===== src/rtl/id3v2_text_frame_extractor_unit_defines.svh =====
// ----------------------------------------------------------------------------
// ID3v2 text frame extractor assertion macros
// Shared property shapes for the concurrent checks of the extractor.
// ----------------------------------------------------------------------------
`ifndef ID3V2_TEXT_FRAME_EXTRACTOR_UNIT_DEFINES_SVH
`define ID3V2_TEXT_FRAME_EXTRACTOR_UNIT_DEFINES_SVH

// Same-cycle implication, disabled during reset.
`define ID3TFE_ASSERT_IMP(label, clk, rst, cond, prop, msg) \
   label: assert property (@(posedge clk) disable iff (rst) (cond) |-> (prop)) \
      else $error(msg);

// Next-cycle implication, disabled during reset.
`define ID3TFE_ASSERT_NEXT(label, clk, rst, cond, prop, msg) \
   label: assert property (@(posedge clk) disable iff (rst) (cond) |=> (prop)) \
      else $error(msg);

`endif


===== src/rtl/id3tfe_pkg.sv =====
// ----------------------------------------------------------------------------
// ID3v2 text frame extractor package
// Types, codes and constants shared by the extractor RTL.
// ----------------------------------------------------------------------------
package id3tfe_pkg;

   localparam int DEFAULT_POSITION_BITS = 29;

   // result queue geometry
   localparam int RSP_DEPTH    = 4;
   localparam int RSP_PTR_BITS = $clog2(RSP_DEPTH);
   localparam int RSP_CNT_BITS = $clog2(RSP_DEPTH + 1);

   // configuration register indexes
   localparam logic [1:0] CSR_MAJOR_VERSION = 2'd0;
   localparam logic [1:0] CSR_TITLE_ID      = 2'd1;
   localparam logic [1:0] CSR_PERFORMER_ID  = 2'd2;
   localparam logic [1:0] CSR_SIZE_SYNCSAFE = 2'd3;

   // configuration reset values
   localparam logic [7:0]  RST_MAJOR_VERSION = 8'd3;
   localparam logic [31:0] RST_TITLE_ID      = 32'h5449_5432; // TIT2
   localparam logic [31:0] RST_PERFORMER_ID  = 32'h5450_4531; // TPE1
   localparam logic        RST_SIZE_SYNCSAFE = 1'b1;

   // result kinds
   localparam logic [1:0] KIND_TITLE     = 2'd0;
   localparam logic [1:0] KIND_PERFORMER = 2'd1;
   localparam logic [1:0] KIND_PARSED    = 2'd2;
   localparam logic [1:0] KIND_INVALID   = 2'd3;

   // frame targets
   localparam logic [1:0] TARGET_NONE      = 2'd0;
   localparam logic [1:0] TARGET_TITLE     = 2'd1;
   localparam logic [1:0] TARGET_PERFORMER = 2'd2;

   // tag header
   localparam logic [7:0] CHAR_I        = 8'h49;
   localparam logic [7:0] CHAR_D        = 8'h44;
   localparam logic [7:0] CHAR_3        = 8'h33;
   localparam logic [7:0] FLAG_EXTENDED = 8'h40;
   localparam logic [7:0] FLAG_FOOTER   = 8'h10;
   localparam int         HEADER_SIZE   = 10;
   localparam int         FRAME_HDR_LEN = 10;
   localparam int         EXT_SIZE_LEN  = 4;

   typedef enum logic [2:0] {
      PH_HEADER     = 3'd0,
      PH_EXT_SIZE   = 3'd1,
      PH_EXT_SKIP   = 3'd2,
      PH_FRAME_HDR  = 3'd3,
      PH_FRAME_BODY = 3'd4,
      PH_PADDING    = 3'd5,
      PH_FOOTER     = 3'd6,
      PH_DONE       = 3'd7
   } phase_type;

   typedef struct packed {
      logic [1:0] kind;
      logic [7:0] content_byte;
      logic [1:0] text_encoding;
      logic       last_of_frame;
      logic       last_result;
   } rsp_type;

   // up to two results caused by one input item
   typedef struct packed {
      rsp_type first;
      rsp_type second;
      logic    pair;
   } entry_type;

   // what one input item produces, from the parser to the result builder
   typedef struct packed {
      logic content_valid;
      logic content_last;
      logic status_valid;
      logic status_invalid;
   } event_type;

endpackage


===== src/rtl/id3v2_text_frame_extractor_unit.sv =====
// ----------------------------------------------------------------------------
// ID3v2 text frame extractor
// Parses an ID3v2 tag from a byte stream and emits title/performer text.
// ----------------------------------------------------------------------------
// Usage:
//   req_* carries one stream byte per item; req_tuser high marks stream byte
//   zero and restarts the parser before that byte.
//   rsp_* carries results: title or performer content bytes with their text
//   encoding, then one "tag parsed" or "tag invalid" status. After a status
//   the block drops bytes until the next restart.
//   csr_* writes the accepted major version, the two frame IDs and the frame
//   size format; write only while no item is in flight.
// Timing:
//   One byte is accepted per cycle while req_tready is high. Each byte is
//   parsed in the cycle it is accepted and its results are registered in a
//   4-entry result queue that drives rsp_*. A byte causes zero, one or two
//   results; two results share one entry, which leaves after the second.
// Reset and stall:
//   Reset clears the parser to the header phase, empties the queue and loads
//   the register defaults. When the receiver stalls, results wait in the
//   queue; req_tready drops only once the queue holds four entries.
// ----------------------------------------------------------------------------
`include "id3v2_text_frame_extractor_unit_defines.svh"

module id3v2_text_frame_extractor_unit #(
   parameter int POSITION_BITS = id3tfe_pkg::DEFAULT_POSITION_BITS
) (
   input  logic        clock,
   input  logic        reset,
   // request stream
   input  logic        req_tvalid,
   output logic        req_tready,
   input  logic [7:0]  req_tdata,   // [7:0] data_byte
   input  logic        req_tuser,   // [0] restart
   // result stream
   output logic        rsp_tvalid,
   input  logic        rsp_tready,
   output logic [15:0] rsp_tdata,   // [7:0] content_byte, [9:8] text_encoding,
                                    // [10] last_of_frame, [15:11] zero
   output logic [1:0]  rsp_tuser,   // [1:0] kind
   output logic        rsp_tlast,   // last_result
   // configuration
   input  logic        csr_we,
   input  logic [1:0]  csr_index,
   input  logic [31:0] csr_wdata
);

   localparam int P = POSITION_BITS;
   localparam logic [33:0] POS_MAX = (34'd1 << P) - 34'd1;

   // configuration registers
   logic [7:0]  cfg_version_ff;
   logic [31:0] cfg_title_id_ff;
   logic [31:0] cfg_perf_id_ff;
   logic        cfg_syncsafe_ff;

   // parser state
   id3tfe_pkg::phase_type phase_ff, phase_in, cur_phase;
   logic [P-1:0] pos_ff, pos_in, cur_pos;
   logic [P-1:0] frames_end_ff, frames_end_in, cur_frames_end;
   logic [P-1:0] tag_end_ff, tag_end_in, cur_tag_end;
   logic         footer_ff, footer_in, cur_footer;
   logic         ext_ff, ext_in, cur_ext;
   logic [31:0]  fs_ff, fs_in, cur_fs;
   logic [31:0]  fid_ff, fid_in, cur_fid;
   logic [31:0]  br_ff, br_in, cur_br;
   logic [1:0]   target_ff, target_in, cur_target;
   logic [1:0]   enc_ff, enc_in, cur_enc;

   // datapath helpers
   logic [7:0]  in_byte;
   logic        req_fire;
   logic [P:0]  pos_inc;
   logic        at_end;
   logic [31:0] fs_syncsafe;
   logic [31:0] fs_plain;
   logic [32:0] fe_wide;
   logic [33:0] te_wide;
   logic [32:0] ext_end;
   logic [31:0] br_inc;
   logic [31:0] br_dec;
   logic [31:0] fid_next;
   logic [31:0] fs_hdr;
   logic [1:0]  enc_byte;

   id3tfe_pkg::event_type ev;
   id3tfe_pkg::entry_type entry_in;
   logic                  push;

   // result queue
   id3tfe_pkg::entry_type q_ff [id3tfe_pkg::RSP_DEPTH];
   logic [id3tfe_pkg::RSP_PTR_BITS-1:0] wr_ptr_ff, rd_ptr_ff;
   logic [id3tfe_pkg::RSP_CNT_BITS-1:0] count_ff, count_in;
   logic                  sel_ff;
   id3tfe_pkg::entry_type head;
   id3tfe_pkg::rsp_type   cur_rsp;
   logic                  rsp_fire;
   logic                  pop_entry;

   assign in_byte  = req_tdata;
   assign req_fire = req_tvalid && req_tready;

   // ---------------------------------------------------------------------
   // configuration port
   // ---------------------------------------------------------------------
   always_ff @(posedge clock) begin
      if (reset) begin
         cfg_version_ff  <= id3tfe_pkg::RST_MAJOR_VERSION;
         cfg_title_id_ff <= id3tfe_pkg::RST_TITLE_ID;
         cfg_perf_id_ff  <= id3tfe_pkg::RST_PERFORMER_ID;
         cfg_syncsafe_ff <= id3tfe_pkg::RST_SIZE_SYNCSAFE;
      end else if (csr_we) begin
         case (csr_index)
            id3tfe_pkg::CSR_MAJOR_VERSION: cfg_version_ff  <= csr_wdata[7:0];
            id3tfe_pkg::CSR_TITLE_ID:      cfg_title_id_ff <= csr_wdata;
            id3tfe_pkg::CSR_PERFORMER_ID:  cfg_perf_id_ff  <= csr_wdata;
            id3tfe_pkg::CSR_SIZE_SYNCSAFE: cfg_syncsafe_ff <= csr_wdata[0];
            default: ;
         endcase
      end
   end

   // ---------------------------------------------------------------------
   // state as seen by this item: restart clears it before the byte
   // ---------------------------------------------------------------------
   always_comb begin
      if (req_tuser) begin
         cur_phase      = id3tfe_pkg::PH_HEADER;
         cur_pos        = '0;
         cur_frames_end = '0;
         cur_tag_end    = '0;
         cur_footer     = 1'b0;
         cur_ext        = 1'b0;
         cur_fs         = '0;
         cur_fid        = '0;
         cur_br         = '0;
         cur_target     = id3tfe_pkg::TARGET_NONE;
         cur_enc        = 2'd0;
      end else begin
         cur_phase      = phase_ff;
         cur_pos        = pos_ff;
         cur_frames_end = frames_end_ff;
         cur_tag_end    = tag_end_ff;
         cur_footer     = footer_ff;
         cur_ext        = ext_ff;
         cur_fs         = fs_ff;
         cur_fid        = fid_ff;
         cur_br         = br_ff;
         cur_target     = target_ff;
         cur_enc        = enc_ff;
      end
   end

   always_comb begin
      pos_inc     = {1'b0, cur_pos} + {{P{1'b0}}, 1'b1};
      at_end      = pos_inc == {1'b0, cur_frames_end};
      fs_syncsafe = {cur_fs[24:0], in_byte[6:0]};
      fs_plain    = {cur_fs[23:0], in_byte};
      fe_wide     = {1'b0, fs_syncsafe} + 33'(id3tfe_pkg::HEADER_SIZE);
      te_wide     = {1'b0, fe_wide} + (cur_footer ? 34'(id3tfe_pkg::HEADER_SIZE) : 34'd0);
      ext_end     = {1'b0, fs_syncsafe} + 33'(id3tfe_pkg::HEADER_SIZE);
      br_inc      = cur_br + 32'd1;
      br_dec      = (cur_br != 32'd0) ? cur_br - 32'd1 : 32'd0;
      fid_next    = (cur_br < 32'd4) ? {cur_fid[23:0], in_byte} : cur_fid;
      if (cur_br >= 32'd4 && cur_br < 32'd8) begin
         fs_hdr = cfg_syncsafe_ff ? fs_syncsafe : fs_plain;
      end else begin
         fs_hdr = cur_fs;
      end
      enc_byte = (in_byte >= 8'd1 && in_byte <= 8'd3) ? in_byte[1:0] : 2'd0;
   end

   // ---------------------------------------------------------------------
   // next state
   // ---------------------------------------------------------------------
   always_comb begin
      phase_in      = phase_ff;
      pos_in        = pos_ff;
      frames_end_in = frames_end_ff;
      tag_end_in    = tag_end_ff;
      footer_in     = footer_ff;
      ext_in        = ext_ff;
      fs_in         = fs_ff;
      fid_in        = fid_ff;
      br_in         = br_ff;
      target_in     = target_ff;
      enc_in        = enc_ff;
      ev            = '0;

      if (req_fire) begin
         phase_in      = cur_phase;
         pos_in        = pos_inc[P-1:0];
         frames_end_in = cur_frames_end;
         tag_end_in    = cur_tag_end;
         footer_in     = cur_footer;
         ext_in        = cur_ext;
         fs_in         = cur_fs;
         fid_in        = cur_fid;
         br_in         = cur_br;
         target_in     = cur_target;
         enc_in        = cur_enc;

         case (cur_phase)
            id3tfe_pkg::PH_HEADER: begin
               if ((cur_pos == P'(0) && in_byte != id3tfe_pkg::CHAR_I) ||
                   (cur_pos == P'(1) && in_byte != id3tfe_pkg::CHAR_D) ||
                   (cur_pos == P'(2) && in_byte != id3tfe_pkg::CHAR_3) ||
                   (cur_pos == P'(3) && in_byte != cfg_version_ff)) begin
                  ev.status_valid   = 1'b1;
                  ev.status_invalid = 1'b1;
                  phase_in          = id3tfe_pkg::PH_DONE;
               end else if (cur_pos == P'(5)) begin
                  ext_in    = (in_byte & id3tfe_pkg::FLAG_EXTENDED) != 8'd0;
                  footer_in = (in_byte & id3tfe_pkg::FLAG_FOOTER) != 8'd0;
               end else if (cur_pos >= P'(6)) begin
                  fs_in = fs_syncsafe;
                  if (cur_pos == P'(9)) begin
                     if (fs_syncsafe == 32'd0 || te_wide > POS_MAX) begin
                        ev.status_valid   = 1'b1;
                        ev.status_invalid = 1'b1;
                        phase_in          = id3tfe_pkg::PH_DONE;
                     end else begin
                        frames_end_in = fe_wide[P-1:0];
                        tag_end_in    = te_wide[P-1:0];
                        fs_in         = '0;
                        br_in         = '0;
                        if (cur_ext) begin
                           phase_in = id3tfe_pkg::PH_EXT_SIZE;
                        end else begin
                           phase_in  = id3tfe_pkg::PH_FRAME_HDR;
                           fid_in    = '0;
                           target_in = id3tfe_pkg::TARGET_NONE;
                        end
                     end
                  end
               end
            end

            id3tfe_pkg::PH_EXT_SIZE: begin
               fs_in = fs_syncsafe;
               br_in = br_inc;
               if (br_inc >= 32'(id3tfe_pkg::EXT_SIZE_LEN)) begin
                  if (fs_syncsafe < 32'd4 || ext_end >= 33'(cur_frames_end)) begin
                     ev.status_valid   = 1'b1;
                     ev.status_invalid = 1'b1;
                     phase_in          = id3tfe_pkg::PH_DONE;
                  end else if (fs_syncsafe == 32'd4) begin
                     phase_in  = id3tfe_pkg::PH_FRAME_HDR;
                     br_in     = '0;
                     fid_in    = '0;
                     fs_in     = '0;
                     target_in = id3tfe_pkg::TARGET_NONE;
                  end else begin
                     br_in    = fs_syncsafe - 32'd4;
                     phase_in = id3tfe_pkg::PH_EXT_SKIP;
                  end
               end else if (at_end) begin
                  ev.status_valid   = 1'b1;
                  ev.status_invalid = 1'b1;
                  phase_in          = id3tfe_pkg::PH_DONE;
               end
            end

            id3tfe_pkg::PH_EXT_SKIP: begin
               br_in = br_dec;
               if (br_dec == 32'd0) begin
                  phase_in  = id3tfe_pkg::PH_FRAME_HDR;
                  fid_in    = '0;
                  fs_in     = '0;
                  target_in = id3tfe_pkg::TARGET_NONE;
               end else if (at_end) begin
                  ev.status_valid   = 1'b1;
                  ev.status_invalid = 1'b1;
                  phase_in          = id3tfe_pkg::PH_DONE;
               end
            end

            id3tfe_pkg::PH_FRAME_HDR: begin
               fid_in = fid_next;
               fs_in  = fs_hdr;
               br_in  = br_inc;
               if (br_inc == 32'd4 && fid_next == 32'd0) begin
                  // zero frame ID: padding up to the end of the frames
                  phase_in = id3tfe_pkg::PH_PADDING;
                  if (at_end) begin
                     if (cur_footer) begin
                        phase_in = id3tfe_pkg::PH_FOOTER;
                     end else begin
                        ev.status_valid = 1'b1;
                        phase_in        = id3tfe_pkg::PH_DONE;
                     end
                  end
               end else if (br_inc >= 32'(id3tfe_pkg::FRAME_HDR_LEN)) begin
                  if (fs_hdr == 32'd0 || at_end) begin
                     ev.status_valid   = 1'b1;
                     ev.status_invalid = 1'b1;
                     phase_in          = id3tfe_pkg::PH_DONE;
                  end else begin
                     // title wins when both IDs match
                     if (fid_next == cfg_title_id_ff) begin
                        target_in = id3tfe_pkg::TARGET_TITLE;
                     end else if (fid_next == cfg_perf_id_ff) begin
                        target_in = id3tfe_pkg::TARGET_PERFORMER;
                     end else begin
                        target_in = id3tfe_pkg::TARGET_NONE;
                     end
                     br_in    = fs_hdr;
                     phase_in = id3tfe_pkg::PH_FRAME_BODY;
                  end
               end else if (at_end) begin
                  if (fid_next == 32'd0 && br_inc < 32'd4) begin
                     if (cur_footer) begin
                        phase_in = id3tfe_pkg::PH_FOOTER;
                     end else begin
                        ev.status_valid = 1'b1;
                        phase_in        = id3tfe_pkg::PH_DONE;
                     end
                  end else begin
                     ev.status_valid   = 1'b1;
                     ev.status_invalid = 1'b1;
                     phase_in          = id3tfe_pkg::PH_DONE;
                  end
               end
            end

            id3tfe_pkg::PH_FRAME_BODY: begin
               if (cur_br == cur_fs) begin
                  enc_in = enc_byte;
               end else if (cur_target != id3tfe_pkg::TARGET_NONE) begin
                  ev.content_valid = 1'b1;
                  ev.content_last  = (br_dec == 32'd0) || at_end;
               end
               br_in = br_dec;
               if (br_dec == 32'd0) begin
                  phase_in  = id3tfe_pkg::PH_FRAME_HDR;
                  br_in     = '0;
                  fid_in    = '0;
                  fs_in     = '0;
                  target_in = id3tfe_pkg::TARGET_NONE;
                  if (at_end) begin
                     if (cur_footer) begin
                        phase_in = id3tfe_pkg::PH_FOOTER;
                     end else begin
                        ev.status_valid = 1'b1;
                        phase_in        = id3tfe_pkg::PH_DONE;
                     end
                  end
               end else if (at_end) begin
                  // body clipped by the end of the frames
                  ev.status_valid   = 1'b1;
                  ev.status_invalid = 1'b1;
                  phase_in          = id3tfe_pkg::PH_DONE;
               end
            end

            id3tfe_pkg::PH_PADDING: begin
               if (at_end) begin
                  if (cur_footer) begin
                     phase_in = id3tfe_pkg::PH_FOOTER;
                  end else begin
                     ev.status_valid = 1'b1;
                     phase_in        = id3tfe_pkg::PH_DONE;
                  end
               end
            end

            id3tfe_pkg::PH_FOOTER: begin
               if (pos_inc == {1'b0, cur_tag_end}) begin
                  ev.status_valid = 1'b1;
                  phase_in        = id3tfe_pkg::PH_DONE;
               end
            end

            default: ;
         endcase
      end
   end

   // ---------------------------------------------------------------------
   // results of this item
   // ---------------------------------------------------------------------
   always_comb begin
      id3tfe_pkg::rsp_type content;
      id3tfe_pkg::rsp_type status;

      content.kind          = cur_target - 2'd1;
      content.content_byte  = in_byte;
      content.text_encoding = cur_enc;
      content.last_of_frame = ev.content_last;
      content.last_result   = !ev.status_valid;

      status.kind          = ev.status_invalid ? id3tfe_pkg::KIND_INVALID
                                               : id3tfe_pkg::KIND_PARSED;
      status.content_byte  = 8'd0;
      status.text_encoding = 2'd0;
      status.last_of_frame = 1'b0;
      status.last_result   = 1'b1;

      entry_in.first  = ev.content_valid ? content : status;
      entry_in.second = status;
      entry_in.pair   = ev.content_valid && ev.status_valid;
      push            = ev.content_valid || ev.status_valid;
   end

   always_ff @(posedge clock) begin
      if (reset) begin
         phase_ff      <= id3tfe_pkg::PH_HEADER;
         pos_ff        <= '0;
         frames_end_ff <= '0;
         tag_end_ff    <= '0;
         footer_ff     <= 1'b0;
         ext_ff        <= 1'b0;
         fs_ff         <= '0;
         fid_ff        <= '0;
         br_ff         <= '0;
         target_ff     <= id3tfe_pkg::TARGET_NONE;
         enc_ff        <= 2'd0;
      end else begin
         phase_ff      <= phase_in;
         pos_ff        <= pos_in;
         frames_end_ff <= frames_end_in;
         tag_end_ff    <= tag_end_in;
         footer_ff     <= footer_in;
         ext_ff        <= ext_in;
         fs_ff         <= fs_in;
         fid_ff        <= fid_in;
         br_ff         <= br_in;
         target_ff     <= target_in;
         enc_ff        <= enc_in;
      end
   end

   // ---------------------------------------------------------------------
   // result queue: one entry per item with results, one or two results per entry
   // ---------------------------------------------------------------------
   assign req_tready = count_ff != id3tfe_pkg::RSP_CNT_BITS'(id3tfe_pkg::RSP_DEPTH);
   assign head       = q_ff[rd_ptr_ff];
   assign cur_rsp    = sel_ff ? head.second : head.first;
   assign rsp_fire   = rsp_tvalid && rsp_tready;
   assign pop_entry  = rsp_fire && (sel_ff == head.pair);

   always_comb begin
      case ({push, pop_entry})
         2'b10:   count_in = count_ff + id3tfe_pkg::RSP_CNT_BITS'(1);
         2'b01:   count_in = count_ff - id3tfe_pkg::RSP_CNT_BITS'(1);
         default: count_in = count_ff;
      endcase
   end

   always_ff @(posedge clock) begin
      if (push) begin
         q_ff[wr_ptr_ff] <= entry_in;
      end
   end

   always_ff @(posedge clock) begin
      if (reset) begin
         wr_ptr_ff <= '0;
         rd_ptr_ff <= '0;
         count_ff  <= '0;
         sel_ff    <= 1'b0;
      end else begin
         count_ff <= count_in;
         if (push) begin
            wr_ptr_ff <= wr_ptr_ff + id3tfe_pkg::RSP_PTR_BITS'(1);
         end
         // advance to the second result, or drop the whole entry
         if (pop_entry) begin
            rd_ptr_ff <= rd_ptr_ff + id3tfe_pkg::RSP_PTR_BITS'(1);
            sel_ff    <= 1'b0;
         end else if (rsp_fire) begin
            sel_ff <= 1'b1;
         end
      end
   end

   assign rsp_tvalid = count_ff != '0;
   assign rsp_tdata  = {5'd0, cur_rsp.last_of_frame, cur_rsp.text_encoding,
                        cur_rsp.content_byte};
   assign rsp_tuser  = cur_rsp.kind;
   assign rsp_tlast  = cur_rsp.last_result;

   // ---------------------------------------------------------------------
   // assertions
   // ---------------------------------------------------------------------
   `ID3TFE_ASSERT_IMP(a_count_bound, clock, reset, 1'b1,
      count_ff <= id3tfe_pkg::RSP_CNT_BITS'(id3tfe_pkg::RSP_DEPTH),
      "result queue count exceeds depth")
   `ID3TFE_ASSERT_IMP(a_second_has_pair, clock, reset, sel_ff,
      rsp_tvalid && head.pair, "second result selected on a single entry")
   `ID3TFE_ASSERT_NEXT(a_count_up, clock, reset, push && !pop_entry,
      count_ff == $past(count_ff) + id3tfe_pkg::RSP_CNT_BITS'(1),
      "queue count did not follow a push")
   `ID3TFE_ASSERT_NEXT(a_done_holds, clock, reset,
      phase_ff == id3tfe_pkg::PH_DONE && !(req_fire && req_tuser),
      phase_ff == id3tfe_pkg::PH_DONE, "parser left done without restart")

endmodule


===== config.mk =====
export PLATFORM = sky130hd
export DESIGN_NAME = id3v2_text_frame_extractor_unit
export DESIGN_NICKNAME = d
export VERILOG_FILES = /design/src/rtl/id3tfe_pkg.sv /design/src/rtl/id3v2_text_frame_extractor_unit.sv
export VERILOG_INCLUDE_DIRS = /design/src /design/src/rtl
export SDC_FILE = /design/constraint.sdc
export NUM_CORES = 1
export LEC_CHECK = 0
export BUFFER_PORTS_ARGS = -buffer_cell sky130_fd_sc_hd__buf_4
export CAP_MARGIN = 10
export CORE_ASPECT_RATIO = 1.1
export CORE_UTILIZATION = 55
export CTS_BUF_LIST = sky130_fd_sc_hd__clkbuf_8 sky130_fd_sc_hd__clkbuf_16
export DETAILED_ROUTE_END_ITERATION = 6
export HOLD_SLACK_MARGIN = 0.1
export PLACE_DENSITY = 0.72
export SYNTH_ARGS = -nofsm -noshare
export SYNTH_HDL_FRONTEND = slang
export SYNTH_SLANG_ARGS = --single-unit

===== constraint.sdc =====
create_clock -name clock -period 8.2 [get_ports clock]
set_input_delay 0 -clock clock [delete_from_list [all_inputs] [get_ports clock]]
set_output_delay 0 -clock clock [all_outputs]
set_load 0.005 [all_outputs]

Word-level counts from Yosys, hierarchy flattened
Memories as Yosys holds them, arrays and structs flattened. A register that Yosys moved wholly into a read port is not among the register bits.
Index checks and enable logic that the tools add are counted.
Widths: inputs -> output; s select.
{ "totals": {"register_bits": 273, "latchBits": 0, "ramBits": 64, "romBits": 0, "in_bits": 48, "out_inout_bits": 21, "elab_cells": 255, "memories": 1} }
{ "op_classes": {"add_sub_neg": 11, "multipliers": 0, "div": 0, "n_lt_le_gt_ge": 12, "eq_ne": 29, "shift": 0, "mux": 145, "bitwise": 0, "n_reduce_logical": 38} }
{ "memory_table": {"columns": ["name", "depth", "word_bits", "read_ports", "rd_ports_with_merged_regs", "wr", "line_no", "rtl"], "rows": [
  ["q_ff", 4, 16, 1, 1, 1, "id3v2_text_frame_extractor_unit.sv:91", "id3tfe_pkg::entry_type q_ff [id3tfe_pkg::RSP_DEPTH];"]
]} }
{ "op_table": {"columns": ["operator", "count"], "rows": [
  ["$mux 32", 38],
  ["$mux 29", 15],
  ["$pmux 32 s4", 2],
  ["$pmux 32 s5", 1],
  ["$logic_not 32->1", 4],
  ["$eq 32x32->1", 3],
  ["$lt 32x3->1 const B", 3],
  ["$mux 2", 40],
  ["$eq 32x3->1 const B", 2],
  ["$ge 32x3->1 const B", 2],
  ["$eq 30x29->1", 2],
  ["$eq 29x2->1 const B", 2],
  ["$mux 3", 18],
  ["$add 33x4->34", 1],
  ["$gt 34x29->1 const B", 1],
  ["$add 32x4->33 const B", 1],
  ["$ge 33x29->1", 1],
  ["$add 32x1->32 const B", 1],
  ["$ge 32x4->1 const B", 1],
  ["$lt 32x4->1 const B", 1],
  ["$reduce_bool 32->1", 1],
  ["$sub 32x1->32 const B", 1],
  ["$sub 32x3->32 const B", 1],
  ["$add 29x1->30 const B", 1],
  ["38 further kinds", 92]
]} }

Longest topological paths before layout
{ "depth": {"depth_word": 15, "ltp_mapped": 34, "ltp_nobuf": 25} }

Worst setup path before layout
OpenSTA, ideal clock, no wires.
{ "synth_timing": {"kind": "input port to flip-flop", "from": "input req_tuser", "to": "register count_ff[2] (netlist name)", "setup_ps": 70, "arrival_ps": 6775, "required_time_ps": 8130, "slack_ps": 1355, "path_stages": 33, "path_buffers": 12, "cell_sequence": "buf_2 -> buf_2 -> buf_2 -> clkinv_1 -> buf_2 -> buf_2 -> buf_2 -> buf_1 -> clkbuf_1 -> clkbuf_1 -> clkbuf_1 -> buf_1 -> nand2_1 -> inv_1 -> ha_1 -> nand3_1 -> or4_1 -> clkbuf_1 -> nor4_1 -> mux2_2 -> nor2_1 -> nand4_1 -> o21ai_1 -> o21bai_1 -> a221oi_4 -> a31oi_4 -> inv_2 -> ha_1 -> inv_1 -> fa_1 -> xor2_1 -> or3_1 -> a21oi_1"} }
{ "synth_between": {"elab_chain_cells": 15, "elab_cells_between_ends": 93, "classes_between": "add/sub (5); order compare (10); eq/ne (17); mux (38); reduce/logical (23)"} }
{ "synth_rtl": {"columns": ["item", "line_no", "rtl"], "rows": [
  ["start: declaration", "id3v2_text_frame_extractor_unit.sv:34", "input logic req_tuser,"],
  ["$mux 32 or $mux 1 (tied branches)", "id3v2_text_frame_extractor_unit.sv:127", "if (req_tuser) begin"],
  ["$add 32x4->33 or $mux 4 (tied branches)", "id3v2_text_frame_extractor_unit.sv:159, id3v2_text_frame_extractor_unit.sv:161, id3v2_text_frame_extractor_unit.sv:160", null],
  ["$add 33x4->34", "id3v2_text_frame_extractor_unit.sv:160", "te_wide = {1'b0, fe_wide} + (cur_footer ? 34'(id3tfe_pkg::HEADER_SIZE) : 34'd0);"],
  ["$gt 34x29->1", "id3v2_text_frame_extractor_unit.sv:218", "if (fs_syncsafe == 32'd0 || te_wide > POS_MAX) begin"],
  ["$logic_or 1x1->1", "id3v2_text_frame_extractor_unit.sv:218", null],
  ["$mux 2", "id3v2_text_frame_extractor_unit.sv:218", null],
  ["$mux 2", "id3v2_text_frame_extractor_unit.sv:217", "if (cur_pos == P'(9)) begin"],
  ["$mux 2", "id3v2_text_frame_extractor_unit.sv:215", "end else if (cur_pos >= P'(6)) begin"],
  ["$mux 2", "id3v2_text_frame_extractor_unit.sv:212", "end else if (cur_pos == P'(5)) begin"],
  ["$mux 2", "id3v2_text_frame_extractor_unit.sv:205", "if ((cur_pos == P'(0) && in_byte != id3tfe_pkg::CHAR_I) ||"],
  ["$pmux 1 s7", "id3v2_text_frame_extractor_unit.sv:203", "case (cur_phase)"],
  ["$mux 4 (*)", "id3v2_text_frame_extractor_unit.sv:190", "if (req_fire) begin"],
  ["$logic_or 1x1->1 (*)", "id3v2_text_frame_extractor_unit.sv:402", "push = ev.content_valid || ev.status_valid;"],
  ["$eq 2x1->1 or $eq 2x2->1 (tied branches)", "id3v2_text_frame_extractor_unit.sv:443", "case ({push, pop_entry})"],
  ["$pmux 3 s2 or $reduce_bool 2->1 (tied branches)", null, null],
  ["end signal: assignment", "id3v2_text_frame_extractor_unit.sv:463", "count_ff <= count_in;"],
  ["end: declaration", "id3v2_text_frame_extractor_unit.sv:93", "logic [id3tfe_pkg::RSP_CNT_BITS-1:0] count_ff, count_in;"]
]} }
Mark *: on every way between the ends. The rest lies on a longest branch, timed or not.
A chain may end at the register's enable or synchronous reset.

Worst setup path after layout
{ "layout_timing": {"from": "register fs_ff[1]", "to": "register count_ff[2] (netlist name)"} }
{ "layout_between": {"elab_chain_cells": 15, "elab_cells_between_ends": 33, "classes_between": "add/sub (2); order compare (3); eq/ne (3); mux (18); reduce/logical (7)"} }
{ "layout_rtl": {"columns": ["item", "line_no", "rtl"], "rows": [
  ["start: declaration", "id3v2_text_frame_extractor_unit.sv:64", "logic [31:0] fs_ff, fs_in, cur_fs;"],
  ["start signal: assignment", "id3v2_text_frame_extractor_unit.sv:425", "fs_ff <= fs_in;"],
  ["$mux 32 (*)", "id3v2_text_frame_extractor_unit.sv:127", null],
  ["$add 32x4->33", "id3v2_text_frame_extractor_unit.sv:159, id3v2_text_frame_extractor_unit.sv:161", null],
  ["$add 33x4->34", "id3v2_text_frame_extractor_unit.sv:160", null],
  ["$gt 34x29->1", "id3v2_text_frame_extractor_unit.sv:218", null],
  ["$logic_or 1x1->1", "id3v2_text_frame_extractor_unit.sv:218", null],
  ["$mux 2", "id3v2_text_frame_extractor_unit.sv:218", null],
  ["$mux 2", "id3v2_text_frame_extractor_unit.sv:217", null],
  ["$mux 2", "id3v2_text_frame_extractor_unit.sv:215", null],
  ["$mux 2", "id3v2_text_frame_extractor_unit.sv:212", null],
  ["$mux 2", "id3v2_text_frame_extractor_unit.sv:205", null],
  ["$pmux 1 s7", "id3v2_text_frame_extractor_unit.sv:203", null],
  ["$mux 4 (*)", "id3v2_text_frame_extractor_unit.sv:190", null],
  ["$logic_or 1x1->1 (*)", "id3v2_text_frame_extractor_unit.sv:402", null],
  ["$eq 2x1->1 or $eq 2x2->1 (tied branches)", "id3v2_text_frame_extractor_unit.sv:443", null],
  ["$pmux 3 s2 or $reduce_bool 2->1 (tied branches)", null, null]
]} }
Marks and branches as above.

==> metrics.txt <==
status finished clean; global-route wire length before repair 163000 um; row count 83; final hold vios 0; antenna violations before repair 1; IO Pins 69; grt total ovfl 0; HP Class in -> reg; IO buf count 63; total number of vias 27300; Vias/cell 7.06; Setup TNS 0 ns; commonest non-fill, non-tap cell in the layout nand2_1; largest net degree at the start of global routing 77; die area 48000 um^2; Wirelength per Cell 28.1 um; EDFF count, synth 64; setup bufs post-CTS 0; Worst EP required 8.72 ns; Final Max Slew Viols 0; Most used DFF post-synth dfxtp_1; Post-Synthesis Cells 3326; Worst Setup End Kind flop; HPWL Detailed 77300 um; Setup Skew 0.0250 ns; CTS root buffer clkbuf_16; First-pass DRT Iterations 6; post-route clock period utilization 0.829; RSZ-0062 raised after global routing no; post-synthesis sequential area ratio 0.286; CTS tree done; Placed Cells 3742; vias in the first global route 26300; flops & latches, synth 339; Routed Wire Length 109000 um; most frequent cells in the layout nand2_1 (386), nor2_1 (287), dfxtp_1 (275); Netlist cell types 111; worst skew pair latency 0.59 ns; post-cts sizing count 0; Post-Synthesis Cell Area 25900 um^2; Area growth syn-to-layout 8.92%; H-tree Lvls 2; CTS Sinks 339; Pwr Density 192 nW/um^2; drt drc 0; Slew @ Worst Pin 1.21 ns; CP arrival 7.32 ns; Slew headroom 0.189; GR peak layer met2; yosys warns 0; setup slack, reg-to-reg 1.40 ns; Layout Nets 3345; clk buf depth 3; Pwr Total 5.41 mW; Fin Hold WS 0.122 ns; final setup fails 0; fmax 147 MHz; core area 46600 um^2; layout cells sized above 1 0.0910; RD Place Congestion 1.03; DRT iter0 DRCs 3569; Global Route Usage Sum 0.443; met3 Track Usage GR 0.0886; largest fanout on the critical path 16; clock slew at reported path FFs 0.06 ns; Max Cap Violations 0; Setup crit start kind flop; grt met2 use 0.706; initial cell density of the core 0.556; DIE HEIGHT 230 um; Antenna Nets Post-Route 0; Num CTS Buffers 40; minimum clock period 6.80 ns; P_leak 10.0 nW; kind of critical path reg -> reg; Non-Filler Instances 3871; die width 209 um; Finished Cell Area 28300 um^2; Avg Inst Size Synth 7.80 um^2; ys async rst share 0; worst vdd ir 0.000189 V; Cell Area, Placed 26400 um^2; met1 GRT Util 0.538
timing repair:
item / CTS / global route
setup endpoints to repair: 0 / 0
hold buffers: 57 / 0
endpoints found under the hold margin: 157 / 0
layout make-up:
class	instances	area (um^2)
flip-flops and latches	339	7430
inverters	58	219
clock inverters	24	185
multi-input cells	2631	17100
fillers	4128	18400
clock buffers	45	1070
repair buffers	177	1500
diodes	2	5.00
well taps	595	744
worst paths after layout:
kind / startpoint / end / cells after the start
setup reg to reg: fs_ff[1] / count_ff[2] / 22
setup / recovery: fs_ff[1] / count_ff[2] / 22
hold reg to reg: cfg_title_id_ff[21] / cfg_title_id_ff[21] / 2
hold / removal: req_tvalid / pos_ff[1] / 5
cell usage after synthesis (all sizes together), types with 54 or more instances:
master / count / share of area
nor3: 107 / 0.021
nand4: 74 / 0.018
buf: 88 / 0.018
nand2: 388 / 0.056
clkbuf: 214 / 0.031
nor2: 292 / 0.042
a21oi: 180 / 0.035
xnor2: 182 / 0.061
nor2b: 58 / 0.014
edfxtp: 64 / 0.074
o21ai: 190 / 0.038
a22o: 84 / 0.028
xor2: 93 / 0.031
nor4: 98 / 0.027
dfxtp: 275 / 0.21
inv: 54 / 0.0078
mux2i: 56 / 0.022
nand3: 118 / 0.023
cells by family after synthesis:
family          Yosys count  synth area share
simple gates           1356             0.265
compound gates          851             0.226
buf+inv                 360            0.0574
flops                   339             0.286
xor+xnor                279            0.0964
mux                      90            0.0435
fa+ha+maj                50            0.0244
other cells               1          0.000145
critical path, stage by stage (launching register included):
cell	delay [ns]
dfxtp_1	0.68
nand2_1	0.30
or4_1	0.63
nor4_1	0.53
xnor2_1	0.26
ha_1	0.38
a21o_1	0.18
a21o_1	0.17
a21oi_1	0.18
nand2_1	0.07
or4_1	0.41
nor3_1	0.48
o21ai_2	0.13
and2_1	0.35
a211oi_2	0.43
a31oi_4	0.22
inv_2	0.08
ha_1	0.18
inv_1	0.07
fa_1	0.37
xor2_1	0.16
or3_1	0.30
a21oi_1	0.15
per-stage QoR:
stage,worst slack (ns),util
2_1_floorplan,1.35,-
3_5_place_dp,1.59,0.566
4_1_cts,1.59,0.605
5_1_grt,1.26,0.606
3_3_place_gp,1.81,0.566
6_report,1.40,0.606
state kept, by name (all words and copies together) (netlist names), named ones only:
register	count
footer_ff	1
enc_ff	2
wr_ptr_ff	2
fid_ff	32
ext_ff	1
phase_ff	3
tag_end_ff	29
fs_ff	32
q_ff	64
cfg_perf_id_ff	32
rd_ptr_ff	2
sel_ff	1
cfg_title_id_ff	32
cfg_version_ff	8
pos_ff	29
target_ff	2
count_ff	3
frames_end_ff	29
cfg_syncsafe_ff	1
br_ff	32
per-layer routing:
layer  vias to the layer above  share of wire
met4                         0          0.080
met3                       466          0.098
li1                      12100              -
met5                         -              0
met1                     13000           0.37
met2                      1798           0.45
where the power goes:
part           total (mW)  switching, mW  internal [mW]
combinational        1.71           1.13          0.579
clock                1.76          0.783          0.973
sequential           1.95          0.169           1.78
total                5.41           2.08           3.33
Note: power is estimated with default switching activity, not from simulation.
